==> src/rtl/bcsr_pkg.sv <==
// Package with the types, constants and helper function of the block-CSR matrix-vector unit.
package bcsr_pkg;

  localparam int NODES_DEF      = 4096;
  localparam int MAX_DOF_DEF    = 4;
  localparam int FIFO_DEPTH_DEF = 4;

  localparam int COL_W      = 12;
  localparam int COMP_W     = 2;
  localparam int Q_W        = 32;
  localparam int ACC_W      = 48;
  localparam int PROD_W     = 64;
  localparam int FRAC_W     = 16;
  localparam int DOF_W      = 4;
  localparam int CFG_DOF_W  = 3;
  localparam int ROWCNT_W   = 13;
  localparam int CFG_IDX_W  = 2;
  localparam int CFG_DATA_W = 13;

  localparam logic [ROWCNT_W-1:0] ROW_COUNT_RST = 13'h1000;

  localparam logic signed [ACC_W-1:0] ACC_MAX   = 48'sh7FFF_FFFF_FFFF;
  localparam logic signed [ACC_W-1:0] ACC_MIN   = 48'sh8000_0000_0000;
  localparam logic signed [ACC_W-1:0] Q_MAX_ACC = 48'sh0000_7FFF_FFFF;
  localparam logic signed [ACC_W-1:0] Q_MIN_ACC = 48'shFFFF_8000_0000;
  localparam logic signed [Q_W-1:0]   Q_MAX     = 32'sh7FFF_FFFF;
  localparam logic signed [Q_W-1:0]   Q_MIN     = 32'sh8000_0000;
  localparam logic signed [PROD_W-1:0] ROUND_HALF = 64'sh0000_0000_0000_8000;

  typedef enum logic [1:0] {
    MODE_LOAD  = 2'd0,
    MODE_COEF  = 2'd1,
    MODE_CLOSE = 2'd2
  } bcsr_mode_t;

  typedef enum logic [CFG_IDX_W-1:0] {
    REG_OUT_DOF   = 2'd0,
    REG_IN_DOF    = 2'd1,
    REG_ROW_COUNT = 2'd2
  } bcsr_reg_t;

  typedef struct packed {
    bcsr_mode_t              mode;
    logic [COL_W-1:0]        column;
    logic [COMP_W-1:0]       in_comp;
    logic [COMP_W-1:0]       out_comp;
    logic signed [Q_W-1:0]   value;
    logic                    end_of_row;
  } bcsr_in_t;

  typedef struct packed {
    logic [COL_W-1:0]        row;
    logic [COMP_W-1:0]       comp;
    logic signed [Q_W-1:0]   sum;
    logic                    saturated;
    logic                    last;
  } bcsr_out_t;

  typedef struct packed {
    logic signed [Q_W-1:0]   value;
    logic signed [Q_W-1:0]   vec;
    logic [COMP_W-1:0]       oc;
    logic                    mac;
    logic                    close;
  } bcsr_work_t;

  typedef struct packed {
    logic [DOF_W-1:0]        out_dof;
    logic [DOF_W-1:0]        in_dof;
    logic [ROWCNT_W-1:0]     row_count;
  } bcsr_cfg_t;

  function automatic logic [DOF_W-1:0] eff_dof(input logic [CFG_DOF_W-1:0] d,
                                               input logic [DOF_W-1:0] max_dof);
    logic [DOF_W-1:0] dx;
    dx = DOF_W'(d);
    if (dx == '0) begin
      eff_dof = DOF_W'(1);
    end else if (dx > max_dof) begin
      eff_dof = max_dof;
    end else begin
      eff_dof = dx;
    end
  endfunction

endpackage

==> src/rtl/bcsr_fifo.sv <==
// Small register queue used between the front and back parts and on the result side.
module bcsr_fifo
  import bcsr_pkg::*;
#(
  parameter int WIDTH = 1,
  parameter int DEPTH = FIFO_DEPTH_DEF
) (
  input  logic             clk,
  input  logic             rst_n,
  input  logic             push,
  input  logic [WIDTH-1:0] wdata,
  output logic             full,
  input  logic             pop,
  output logic [WIDTH-1:0] rdata,
  output logic             empty
);

  localparam int PW = (DEPTH > 1) ? $clog2(DEPTH) : 1;
  localparam int CW = $clog2(DEPTH + 1);

  logic [WIDTH-1:0] mem [DEPTH];
  logic [PW-1:0]    wr_ptr_r, wr_ptr_nxt;
  logic [PW-1:0]    rd_ptr_r, rd_ptr_nxt;
  logic [CW-1:0]    count_r, count_nxt;
  logic             do_push;
  logic             do_pop;

  assign full    = (count_r == CW'(DEPTH));
  assign empty   = (count_r == '0);
  assign do_push = push & ~full;
  assign do_pop  = pop & ~empty;
  assign rdata   = mem[rd_ptr_r];

  always_comb begin
    wr_ptr_nxt = wr_ptr_r;
    rd_ptr_nxt = rd_ptr_r;
    count_nxt  = count_r;
    if (do_push) begin
      wr_ptr_nxt = (wr_ptr_r == PW'(DEPTH - 1)) ? '0 : wr_ptr_r + PW'(1);
    end
    if (do_pop) begin
      rd_ptr_nxt = (rd_ptr_r == PW'(DEPTH - 1)) ? '0 : rd_ptr_r + PW'(1);
    end
    if (do_push && !do_pop) begin
      count_nxt = count_r + CW'(1);
    end else if (do_pop && !do_push) begin
      count_nxt = count_r - CW'(1);
    end
  end

  always_ff @(posedge clk) begin
    if (!rst_n) begin
      wr_ptr_r <= '0;
      rd_ptr_r <= '0;
      count_r  <= '0;
    end else begin
      wr_ptr_r <= wr_ptr_nxt;
      rd_ptr_r <= rd_ptr_nxt;
      count_r  <= count_nxt;
    end
  end

  always_ff @(posedge clk) begin
    if (do_push) begin
      mem[wr_ptr_r] <= wdata;
    end
  end

endmodule

==> config.mk <==
export PLATFORM = sky130hd
export DESIGN_NAME = bcsr_fifo
export DESIGN_NICKNAME = d
export VERILOG_FILES = /design/src/rtl/bcsr_pkg.sv /design/src/rtl/bcsr_fifo.sv
export SDC_FILE = /design/constraint.sdc
export NUM_CORES = 1
export LEC_CHECK = 0
export ABC_CLOCK_PERIOD_IN_PS = 2100
export BUFFER_PORTS_ARGS = -buffer_cell sky130_fd_sc_hd__buf_4
export CELL_PAD_IN_SITES_DETAIL_PLACEMENT = 1
export CELL_PAD_IN_SITES_GLOBAL_PLACEMENT = 1
export CORE_ASPECT_RATIO = 1.1
export CORE_MARGIN = 3
export CORE_UTILIZATION = 38
export CTS_CLUSTER_DIAMETER = 60
export DETAILED_ROUTE_END_ITERATION = 10
export PLACE_DENSITY = 0.71
export SYNTH_ARGS = -nofsm -noshare
export SYNTH_HDL_FRONTEND = slang
export SYNTH_SLANG_ARGS = --single-unit
==> constraint.sdc <==
create_clock -name clk -period 2.1 [get_ports clk]
set_clock_uncertainty 0.2 [all_clocks]
set_input_delay 0.315 -clock clk [delete_from_list [all_inputs] [get_ports clk]]
set_output_delay 0.315 -clock clk [all_outputs]
set_load 0.02 [all_outputs]
==> flow_metrics.tcl <==
set metrics [dict create \
    final_net_count 84 \
    grt_usage 0.125 \
    grt-ovfl-total 0 \
    clock_latency_ps 270 \
    power.share.sequential 0.407 \
    dp_slack_ps -25.4 \
    power.switching_uw 324 \
    cp-end-kind "flip-flop" \
    synth_fa_ha_area_frac 0.151 \
    clk_pin_slew_ps 70 \
    cts_tree "built" \
    cp_slowest_stage_delay_ps 360 \
    pin_count 8 \
    worst-path-buf-inv 1 \
    grt_max_degree 12 \
    worstRegToRegCells 8 \
    cp.arrival_ps 2040 \
    slowest_stage "dfxtp_4" \
    async_reset_ff_frac 0 \
    ys_top_cells_by_area "dfxtp_1 29%, edfxtp_1 19%, ha_1 12%, and2_1 5.0%, mux2i_1 4.8%" \
    route.met2.wl_um 657 \
    root_buffer "clkbuf_4" \
    muxShareOfSynthArea 0.0837 \
    area_growth_pct 27.7 \
    final.setup.worst_slack_ps 56.7 \
    synth_xor_xnor_area_share 0.0279 \
    path_cells "nor3b_4 -> nor2b_2 -> ha_4 -> inv_2 -> fa_2 -> xor2_1 -> or3_1 -> a21boi_1" \
    fin_crit_sh 0.973 \
    min_from "wdata" \
    power.total_uw 950 \
    cp-start-kind "flip-flop" \
    cts_hold_buf 0 \
    worstMarginPinSlew_ps 233 \
    required_ps 2100 \
    die_w_um 44.8 \
    cellLeakagePower_nw 0.336 \
    cp.depth 8 \
    pwr-share-clk 0.155 \
    dp.final_hpwl_um 965 \
    row_count 14 \
    drtIter0Drc 3 \
    grt_pass1_vias 441 \
    drc 0 \
    highest_layer "met4" \
    avgSynthCellArea_um2 11.2 \
    synth_top_family_by_area "simple AND/OR/NAND/NOR gates" \
    cell_internal_pwr_uw 626 \
    min_to "mem[0]" \
    m1WireLength_um 453 \
    clockBufferDepth 2 \
    ys_ff_latch 13 \
    r2r_start "count_r[2]" \
    io_buffers 7 \
    yosysUniqueCellTypes 22 \
    gp_congestion 0.669 \
    power.density_nw_per_um2 1180 \
    totalWireLength_um 1160 \
    swShare 0.341 \
    design_area_um2 802 \
    routedWlPerCell_um 13.3 \
    ant_nets 0 \
    power.combinational.fraction 0.438 \
    layout-drive-gt1-share 0.366 \
    holdPathStages 1 \
    hold_ws_ps 46.2 \
    timing.fmax_ghz 0.489 \
    cap_violations 0 \
    start_util 0.432 \
    rsz0062_at_grt "true" \
    r2r_slack_ps 60 \
    dpl_cell_area_um2 771 \
    synth_top_cell_area_share 0.287 \
    antenna_found_initial 0 \
    n_antenna_cell 0 \
    synth-edff-count 4 \
    syn-num-nets 68 \
    synth-compound-area-share 0.0558 \
    worst-setup-path-type "flip-flop to flip-flop" \
    wl_met3_um 38 \
    grt_pass1_wl_um 1890 \
    finalHoldViolCount 0 \
    fin_crit_ps 2040 \
    clkSinkCount 13 \
    yosys.area.top_type "dfxtp_1" \
    setup_viol 0 \
    r2r-end "count_r[2]" \
    core_um2 1450 \
    vias_per_cell 4.84 \
    drv_slew 0 \
    slew_headroom 0.843 \
    netlist_instances 56 \
    path_max_fanout 3 \
    yosysWarningCount 0 \
    synthSimpleGateAreaFrac 0.171 \
    seq_area_frac_synth 0.478 \
    nFillCells 156 \
    firstDrtPassIters 4 \
    vias 421 \
    critPathTopFamily "simple AND/OR/NAND/NOR gates" \
    h-tree-depth 1 \
    die_h_um 48.6 \
    syn_area_um2 628 \
    ys.flop_type "dfxtp_1" \
    vdd_ir_drop_max_v 0.000739 \
    hold_path.class "primary input to flip-flop" \
    cts-buffers-inserted 3 \
    status "completed" \
    die_area_um2 2180 \
    postCtsSetupBuffers 0 \
]
-- power by group through the flow --
stage	Sequential (mW)	Combinational, mW	Clock (mW)
final	0.387	0.416	0.147
after global routing	0.397	0.457	0.168
after detailed placement	0.393	0.417	0
after floorplan	0.389	0.263	0
after global placement	0.386	0.411	0
after CTS	0.389	0.423	0.157
-- layout by cell type, fill, tap and decap left out --
| cell | n |
|---|---|
| edfxtp_1 | 4 |
| mux2i_1 | 3 |
| nand2_1 | 6 |
| mux4_2 | 1 |
| o31ai_4 | 1 |
| dfxtp_2 | 2 |
| and2_1 | 5 |
| nor2_1 | 2 |
| a21boi_1 | 1 |
| clkbuf_4 | 3 |
| inv_2 | 1 |
| nand3_1 | 2 |
| o21ai_0 | 3 |
| dfxtp_1 | 6 |
| or3_1 | 1 |
| ha_4 | 1 |
| ha_1 | 5 |
| fa_2 | 1 |
| buf_4 | 13 |
| inv_1 | 2 |
| dfxtp_4 | 1 |
| clkbuf_1 | 1 |
| nor3_1 | 1 |
| xnor2_1 | 1 |
| xor2_1 | 1 |
| nor2b_1 | 1 |
| nor3b_4 | 1 |
| nor2b_2 | 1 |
-- stage by stage --
stage                     setup TNS [ps]  instances   util
after floorplan                        0         56      -
after global placement             -10.3         83  0.530
after detailed placement           -25.4         83  0.530
after CTS                              0         87  0.550
after global routing               -7.67         87  0.552
final                                  0         87  0.552
-- cell families after synthesis --
family,count (synthesis)
buf+inv,5
mux,4
flops,13
fa+ha+maj,7
xor+xnor,2
simple gates,20
compound gates,5
-- final cells by class --
cell class                      instances  area, µm²  area share
Clock buffer                            4       26.3      0.0328
Inverter                                3       11.3      0.0140
Multi-Input combinational cell         38        340       0.424
Sequential cell                        13        307       0.382
Tap cell                               16       20.0      0.0250
Timing Repair Buffer                   13       97.6       0.122
-- Yosys cell counts, types with 2 or more instances --
cell type	count
and2_1	5
dfxtp_1	9
edfxtp_1	4
ha_1	6
inv_1	3
mux2i_1	3
nand2_1	6
nand3_1	2
nor2_1	2
nor2b_1	2
o21ai_0	3
-- worst reg2reg max path: cells and delay by family (launching register included) --
kind	cells	cell delay, ps
compound gates	1	110
xor+xnor	1	150
fa+ha+maj	2	480
buf+inv	1	30
flops	1	360
simple gates	3	630
-- per-layer routing --
| layer | track usage | vias to the layer above |
|---|---|---|
| met5 | 0 | - |
| met4 | 0.0603 | 0 |
| met3 | 0.0556 | 2 |
| met2 | 0.220 | 6 |
| met1 | 0.117 | 195 |
| li1 | - | 218 |
-- worst max-delay path by stage --
stage,from,end,slack [ps]
after floorplan,count_r[2],count_r[2],6
after global placement,count_r[2],count_r[2],-10
after detailed placement,count_r[2],count_r[2],-30
after CTS,count_r[2],count_r[2],40
after global routing,count_r[2],count_r[2],-8
final,count_r[2],count_r[2],60
-- timing repair --
action | CTS | global route
gates resized for setup | 1 | 2
setup endpoints to repair | 1 | 1
pin swaps | 0 | 1
Power figures use the tool's default switching activity.
