===== config.mk =====
export PLATFORM = sky130hd
export DESIGN_NAME = bcsr_back
export DESIGN_NICKNAME = d
export VERILOG_FILES = /design/src/rtl/bcsr_pkg.sv /design/src/rtl/bcsr_back.sv
export SDC_FILE = /design/constraint.sdc
export NUM_CORES = 2
export LEC_CHECK = 0
export BUFFER_PORTS_ARGS = -buffer_cell sky130_fd_sc_hd__clkbuf_2
export CORE_MARGIN = 5
export CORE_UTILIZATION = 50
export CTS_CLUSTER_DIAMETER = 150
export CTS_CLUSTER_SIZE = 16
export DETAILED_ROUTE_END_ITERATION = 8
export HOLD_SLACK_MARGIN = 0.15
export PLACE_DENSITY = 0.65
export SKIP_LAST_GASP = 1
export SLEW_MARGIN = 20
export SYNTH_ARGS = -nofsm -noshare
export SYNTH_HDL_FRONTEND = slang
export SYNTH_SLANG_ARGS = --single-unit

===== constraint.sdc =====
create_clock -name clk -period 9.48 [get_ports clk]
set_clock_uncertainty 0.05 [all_clocks]
set_input_delay 0.474 -clock clk [delete_from_list [all_inputs] [get_ports clk]]
set_output_delay 0.474 -clock clk [all_outputs]
set_load 0.005 [all_outputs]

===== src/rtl/bcsr_pkg.sv =====
// Package with the types, constants and helper function of the block-CSR matrix-vector unit.
package bcsr_pkg;

  localparam int NODES_DEF      = 4096;
  localparam int MAX_DOF_DEF    = 4;
  localparam int FIFO_DEPTH_DEF = 4;

  localparam int COL_W      = 12;
  localparam int COMP_W     = 2;
  localparam int Q_W        = 32;
  localparam int ACC_W      = 48;
  localparam int PROD_W     = 64;
  localparam int FRAC_W     = 16;
  localparam int DOF_W      = 4;
  localparam int CFG_DOF_W  = 3;
  localparam int ROWCNT_W   = 13;
  localparam int CFG_IDX_W  = 2;
  localparam int CFG_DATA_W = 13;

  localparam logic [ROWCNT_W-1:0] ROW_COUNT_RST = 13'h1000;

  localparam logic signed [ACC_W-1:0] ACC_MAX   = 48'sh7FFF_FFFF_FFFF;
  localparam logic signed [ACC_W-1:0] ACC_MIN   = 48'sh8000_0000_0000;
  localparam logic signed [ACC_W-1:0] Q_MAX_ACC = 48'sh0000_7FFF_FFFF;
  localparam logic signed [ACC_W-1:0] Q_MIN_ACC = 48'shFFFF_8000_0000;
  localparam logic signed [Q_W-1:0]   Q_MAX     = 32'sh7FFF_FFFF;
  localparam logic signed [Q_W-1:0]   Q_MIN     = 32'sh8000_0000;
  localparam logic signed [PROD_W-1:0] ROUND_HALF = 64'sh0000_0000_0000_8000;

  typedef enum logic [1:0] {
    MODE_LOAD  = 2'd0,
    MODE_COEF  = 2'd1,
    MODE_CLOSE = 2'd2
  } bcsr_mode_t;

  typedef enum logic [CFG_IDX_W-1:0] {
    REG_OUT_DOF   = 2'd0,
    REG_IN_DOF    = 2'd1,
    REG_ROW_COUNT = 2'd2
  } bcsr_reg_t;

  typedef struct packed {
    bcsr_mode_t              mode;
    logic [COL_W-1:0]        column;
    logic [COMP_W-1:0]       in_comp;
    logic [COMP_W-1:0]       out_comp;
    logic signed [Q_W-1:0]   value;
    logic                    end_of_row;
  } bcsr_in_t;

  typedef struct packed {
    logic [COL_W-1:0]        row;
    logic [COMP_W-1:0]       comp;
    logic signed [Q_W-1:0]   sum;
    logic                    saturated;
    logic                    last;
  } bcsr_out_t;

  typedef struct packed {
    logic signed [Q_W-1:0]   value;
    logic signed [Q_W-1:0]   vec;
    logic [COMP_W-1:0]       oc;
    logic                    mac;
    logic                    close;
  } bcsr_work_t;

  typedef struct packed {
    logic [DOF_W-1:0]        out_dof;
    logic [DOF_W-1:0]        in_dof;
    logic [ROWCNT_W-1:0]     row_count;
  } bcsr_cfg_t;

  function automatic logic [DOF_W-1:0] eff_dof(input logic [CFG_DOF_W-1:0] d,
                                               input logic [DOF_W-1:0] max_dof);
    logic [DOF_W-1:0] dx;
    dx = DOF_W'(d);
    if (dx == '0) begin
      eff_dof = DOF_W'(1);
    end else if (dx > max_dof) begin
      eff_dof = max_dof;
    end else begin
      eff_dof = dx;
    end
  endfunction

endpackage


===== src/rtl/bcsr_back.sv =====
// Back part: multiply, round, accumulate and emit the row results.
module bcsr_back
  import bcsr_pkg::*;
#(
  parameter int MAX_DOF = MAX_DOF_DEF
) (
  input  logic       clk,
  input  logic       rst_n,
  input  bcsr_cfg_t  cfg,
  input  logic       q_empty,
  input  bcsr_work_t q_work,
  output logic       q_pop,
  input  logic       oq_full,
  output logic       oq_push,
  output bcsr_out_t  oq_item
);

  localparam int AIW = (MAX_DOF > 1) ? $clog2(MAX_DOF) : 1;

  logic                     adv;
  logic                     b1_vld_r, b2_vld_r, b3_vld_r;
  bcsr_work_t               b1_r;
  logic signed [PROD_W-1:0] prod_nxt;
  logic signed [PROD_W-1:0] prod_r;
  logic [COMP_W-1:0]        b2_oc_r, b3_oc_r;
  logic                     b2_mac_r, b3_mac_r;
  logic                     b2_close_r, b3_close_r;
  logic signed [PROD_W-1:0] rnd_full;
  logic signed [ACC_W-1:0]  term_nxt;
  logic signed [ACC_W-1:0]  term_r;

  logic signed [ACC_W-1:0]  acc_r [MAX_DOF];
  logic signed [ACC_W-1:0]  acc_upd [MAX_DOF];
  logic signed [ACC_W-1:0]  snap_r [MAX_DOF];
  logic [AIW-1:0]           acc_idx;
  logic signed [ACC_W:0]    acc_sum_w;
  logic signed [ACC_W-1:0]  acc_sum;

  logic                     row_close;
  logic [COL_W-1:0]         row_r, row_nxt;
  logic [ROWCNT_W-1:0]      row_inc;

  logic                     emit_busy_r, emit_busy_nxt;
  logic [DOF_W-1:0]         emit_idx_r, emit_idx_nxt;
  logic [DOF_W-1:0]         emit_n_r;
  logic [COL_W-1:0]         emit_row_r;
  logic                     emit_last;
  logic signed [ACC_W-1:0]  acc_e;

  assign adv   = ~(b3_vld_r & b3_close_r & emit_busy_r);
  assign q_pop = adv & ~q_empty;

  assign prod_nxt = b1_r.value * b1_r.vec;
  assign rnd_full = prod_r + ROUND_HALF;
  assign term_nxt = ACC_W'(rnd_full >>> FRAC_W);

  always_ff @(posedge clk) begin
    if (!rst_n) begin
      b1_vld_r <= 1'b0;
      b2_vld_r <= 1'b0;
      b3_vld_r <= 1'b0;
    end else if (adv) begin
      b1_vld_r <= ~q_empty;
      b2_vld_r <= b1_vld_r;
      b3_vld_r <= b2_vld_r;
    end
  end

  always_ff @(posedge clk) begin
    if (adv) begin
      b1_r       <= q_work;
      prod_r     <= prod_nxt;
      b2_oc_r    <= b1_r.oc;
      b2_mac_r   <= b1_r.mac;
      b2_close_r <= b1_r.close;
      term_r     <= term_nxt;
      b3_oc_r    <= b2_oc_r;
      b3_mac_r   <= b2_mac_r;
      b3_close_r <= b2_close_r;
    end
  end

  assign acc_idx   = AIW'(b3_oc_r);
  assign acc_sum_w = {acc_r[acc_idx][ACC_W-1], acc_r[acc_idx]} + {term_r[ACC_W-1], term_r};

  always_comb begin
    if (acc_sum_w[ACC_W] != acc_sum_w[ACC_W-1]) begin
      acc_sum = acc_sum_w[ACC_W] ? ACC_MIN : ACC_MAX;
    end else begin
      acc_sum = acc_sum_w[ACC_W-1:0];
    end
  end

  always_comb begin
    for (int i = 0; i < MAX_DOF; i++) begin
      acc_upd[i] = acc_r[i];
    end
    if (b3_mac_r) begin
      acc_upd[acc_idx] = acc_sum;
    end
  end

  assign row_close = adv & b3_vld_r & b3_close_r;

  assign row_inc = {1'b0, row_r} + ROWCNT_W'(1);
  always_comb begin
    if ((row_inc >= cfg.row_count) || row_inc[ROWCNT_W-1]) begin
      row_nxt = '0;
    end else begin
      row_nxt = row_inc[COL_W-1:0];
    end
  end

  always_ff @(posedge clk) begin
    if (!rst_n) begin
      row_r <= '0;
      for (int i = 0; i < MAX_DOF; i++) begin
        acc_r[i] <= '0;
      end
    end else if (adv && b3_vld_r) begin
      if (b3_close_r) begin
        row_r <= row_nxt;
        for (int i = 0; i < MAX_DOF; i++) begin
          acc_r[i] <= '0;
        end
      end else begin
        for (int i = 0; i < MAX_DOF; i++) begin
          acc_r[i] <= acc_upd[i];
        end
      end
    end
  end

  always_ff @(posedge clk) begin
    if (row_close) begin
      emit_n_r   <= cfg.out_dof;
      emit_row_r <= row_r;
      for (int i = 0; i < MAX_DOF; i++) begin
        snap_r[i] <= acc_upd[i];
      end
    end
  end

  assign oq_push   = emit_busy_r & ~oq_full;
  assign emit_last = (emit_idx_r == emit_n_r - DOF_W'(1));

  always_comb begin
    emit_busy_nxt = emit_busy_r;
    emit_idx_nxt  = emit_idx_r;
    if (row_close) begin
      emit_busy_nxt = 1'b1;
      emit_idx_nxt  = '0;
    end else if (oq_push) begin
      emit_idx_nxt = emit_idx_r + DOF_W'(1);
      if (emit_last) begin
        emit_busy_nxt = 1'b0;
      end
    end
  end

  always_ff @(posedge clk) begin
    if (!rst_n) begin
      emit_busy_r <= 1'b0;
      emit_idx_r  <= '0;
    end else begin
      emit_busy_r <= emit_busy_nxt;
      emit_idx_r  <= emit_idx_nxt;
    end
  end

  assign acc_e = snap_r[AIW'(emit_idx_r)];

  always_comb begin
    oq_item.row  = emit_row_r;
    oq_item.comp = COMP_W'(emit_idx_r);
    oq_item.last = emit_last;
    if (acc_e > Q_MAX_ACC) begin
      oq_item.sum       = Q_MAX;
      oq_item.saturated = 1'b1;
    end else if (acc_e < Q_MIN_ACC) begin
      oq_item.sum       = Q_MIN;
      oq_item.saturated = 1'b1;
    end else begin
      oq_item.sum       = acc_e[Q_W-1:0];
      oq_item.saturated = 1'b0;
    end
  end

endmodule


==> key figures <==
Run status
  – Status: completed

STA
  – # setup viols final: 0
  – Final Hold Viols: 0
  – RSZ-0062 raised after global routing: no
  – Slew HR: 0.229
  – Top achievable clock speed: 112 MHz
  – Final worst-path cycle share: 0.944
  – Crit path time final: 8.95 ns
  – Worst-Margin Slew: 1.16 ns
  – Setup TNS: 0 ns
  – Final Max Slew Viols: 0

Die
  – Die height: 368 microns
  – Die width: 368 microns
  – Core ar.: 0.128 sq mm
  – Die area: 0.136 sq mm
  – Initial Utilization: 0.503
  – Site row count: 131
  – Ports: 143

Clocking
  – Num Clock Sinks: around 600
  – CTS clk-pin slew, worst paths: 0.08 ns
  – H-tree depth: 2
  – Clock buffer depth: 3
  – Root Driver: clkbuf_16
  – CTS tree: done
  – CTS Buf Count: 45
  – Resize count post-CTS: 0
  – Worst skew pair latency: 0.66 ns

Hold path
  – Hold path startpoint: oq_full
  – Hold WC Path Type: input pin to flip-flop

Synthesis
  – Mapped Cells: between 6,000 and 7,000
  – Post-synth top flop: edfxtp_1
  – Syn Std Cell Area: 0.0642 sq mm
  – FF+latch count, synth: between 500 and 600
  – Synth top area share: 0.337
  – Async S/R FF share, synth: 0
  – Synthesized Nets: ~7,600
  – Leading area contributor after synthesis: fa_1
  – Seq/Total Area, Yosys: 0.268
  – EDFF count, synth: 525
  – Syn avg cell area: 10.4 sq um
  – Synth area leaders: fa_1 (34%), edfxtp_1 (25%), inv_1 (6.2%)
  – Synth unique cells: 75
  – Synth warnings: 0

Place
  – GP Congestion: 0.910
  – Port bufs: 138
  – Placed cells: roughly 7,800
  – Post-DP HPWL: 124,000 microns

Worst setup path
  – CP Capture Type: flip-flop
  – Arr. time, crit path: 9.29 ns
  – Req. time, crit path: 9.82 ns
  – Crit path from: b1_r[46]
  – Critical path startpoint category: flip-flop
  – Worst R2R Start: b1_r[46]
  – Crit Path Max Fanout: 19
  – CP Class: flip-flop to flip-flop

GRT
  – Vias in the first global route: 46,612
  – First-pass GRT wire length: 259,000 microns
  – Total track usage: 0.242
  – Global route overflow: 0
  – Antenna violations before repair: 1
  – Largest net degree at the start of global routing: 131

Finish
  – Finished Core Util: 0.541
  – Inserted Diodes: 0
  – Share of layout cells above drive strength 1: 0.0743
  – Nets: ~7,700
  – Multi-input logic area: ~0.042 sq mm
  – Fillers: roughly 11,000
  – Most frequent cells in the layout: fa_1 (1,082), inv_1 (1,063), nand2_1 (896)
  – Most common cell after layout, fill and taps aside: fa_1
  – FF+latch area: 0.0172 sq mm
  – P&R area growth vs syn: 7.40%
  – Post-Layout Cell Count: 7,957

Detailed routing
  – Routed WL per cell: around 20 microns
  – Top Metal Used: met5
  – Routed vias/inst: 5.50
  – DRT Pass-1 Iters: 6
  – DRC: 0
  – Detail Route Antenna Nets: 0
  – Vias post-DR: 43,737
  – Initial drt markers: 3,485
  – DR WL met2: 74,100 microns
  – WL met3: roughly 14,000 microns
  – Routed WL: approximately 160,000 microns
  – WL met1: 68,800 microns

Run
  – Maxcap violations: 0
[through the flow]
stage | worst slack, ns | cell area [sq um] | hold WS, ns
global placement | 0.691 | 66800 | 0.367
CTS | 0.537 | 68900 | 0.161
finish | 0.530 | 68900 | 0.200
floorplan | 1.60 | 64200 | 0.350
detailed placement | 0.599 | 66800 | 0.355
global route | 0.113 | 68900 | 0.191
[critical path, stage by stage, from the launching register on]
cell and delay [ns]:
edfxtp_1 0.97, nand2_1 0.18, fa_1 0.55, inv_1 0.06
fa_1 0.43, fa_1 0.50, inv_1 0.05, fa_1 0.47
inv_1 0.07, fa_1 0.48, fa_1 0.53, fa_1 0.50
inv_1 0.05, fa_1 0.53, inv_1 0.06, ha_1 0.35
and3_1 0.23, a2111oi_0 0.68, a211o_1 0.19, a2111oi_0 0.07
buf_4 0.17, o31ai_1 0.21, buf_4 0.18, nand3_1 0.10
a31oi_1 0.32, o21bai_1 0.16, a311o_1 0.38, xor2_1 0.16
[synth_stat cells, types with 6 or more instances]
master    instances
fa_1           1082
inv_1          1065
nand2_1         899
edfxtp_1        525
and2_1          517
o21ai_0         305
clkbuf_1        300
ha_1            245
nor2_1          193
a21oi_1         159
xnor2_1         107
mux4_2           96
dfxtp_1          72
xor2_1           60
a21o_1           57
o21ai_1          57
nand3_1          42
nor3_1           37
a211oi_1         34
nand4_1          34
and3_1           32
o21bai_1         21
o21a_1           18
a31oi_1          17
nand2b_1         16
buf_1            15
nor2b_1          15
o211ai_1         15
a22o_1           14
o31ai_1          11
or2_2            10
and4_1            8
buf_2             8
maj3_1            7
nor4_1            7
a211o_1           6
[cell families after synthesis]
group | synth area share
xor gates and xnor gates | 0.0228
DFF | 0.268
AOI/OAI and AO/OA | 0.0708
and+or+nand+nor | 0.135
adders and majority gates | 0.387
muxes | 0.0350
buffers and inverters | 0.0818
[layer usage]
layer	GRT usage	vias to the layer above
met5	0	-
met2	0.391	1677
met1	0.340	22094
met3	0.0472	255
li1	-	19709
met4	0.0633	2
[path summary, 6_finish.rpt]
kind / slack [ns] / depth (start not counted) / to
setup / recovery: 0.53 / 27 / prod_r[56]
hold / removal: 0.20 / 4 / emit_busy_r
setup reg to reg: 0.53 / 27 / prod_r[56]
hold reg to reg: 0.37 / 0 / b2_close_r
[repair_timing]
item	4_1_cts	5_1_grt
hold endpoints to repair	73	0
hold buffers	73	0
buffers inserted	0	0
[state kept, by name (all words and copies together), names as in the netlist, named ones only]
name,flops
prod_r,49
b3_mac_r,1
b1_vld_r,1
b2_oc_r,2
b1_r,68
acc_idx,2
term_r,48
emit_n_r,4
acc_r,192
b3_vld_r,1
b2_mac_r,1
emit_idx_r,4
row_r,12
snap_r,192
emit_row_r,12
b3_close_r,1
b2_close_r,1
b2_vld_r,1
emit_busy_r,1
[area by class of cell]
cell class,count,area share
clock inverters,8,0.00200
well taps,1662,0.0302
flip-flops and latches,597,0.250
inverters,1065,0.0582
multi-input cells,4205,0.607
repair buffers,345,0.0352
clock buffers,75,0.0181
Power is not shown: default switching activity piles up to over one toggle a cycle in this logic, so the estimate is an artifact.
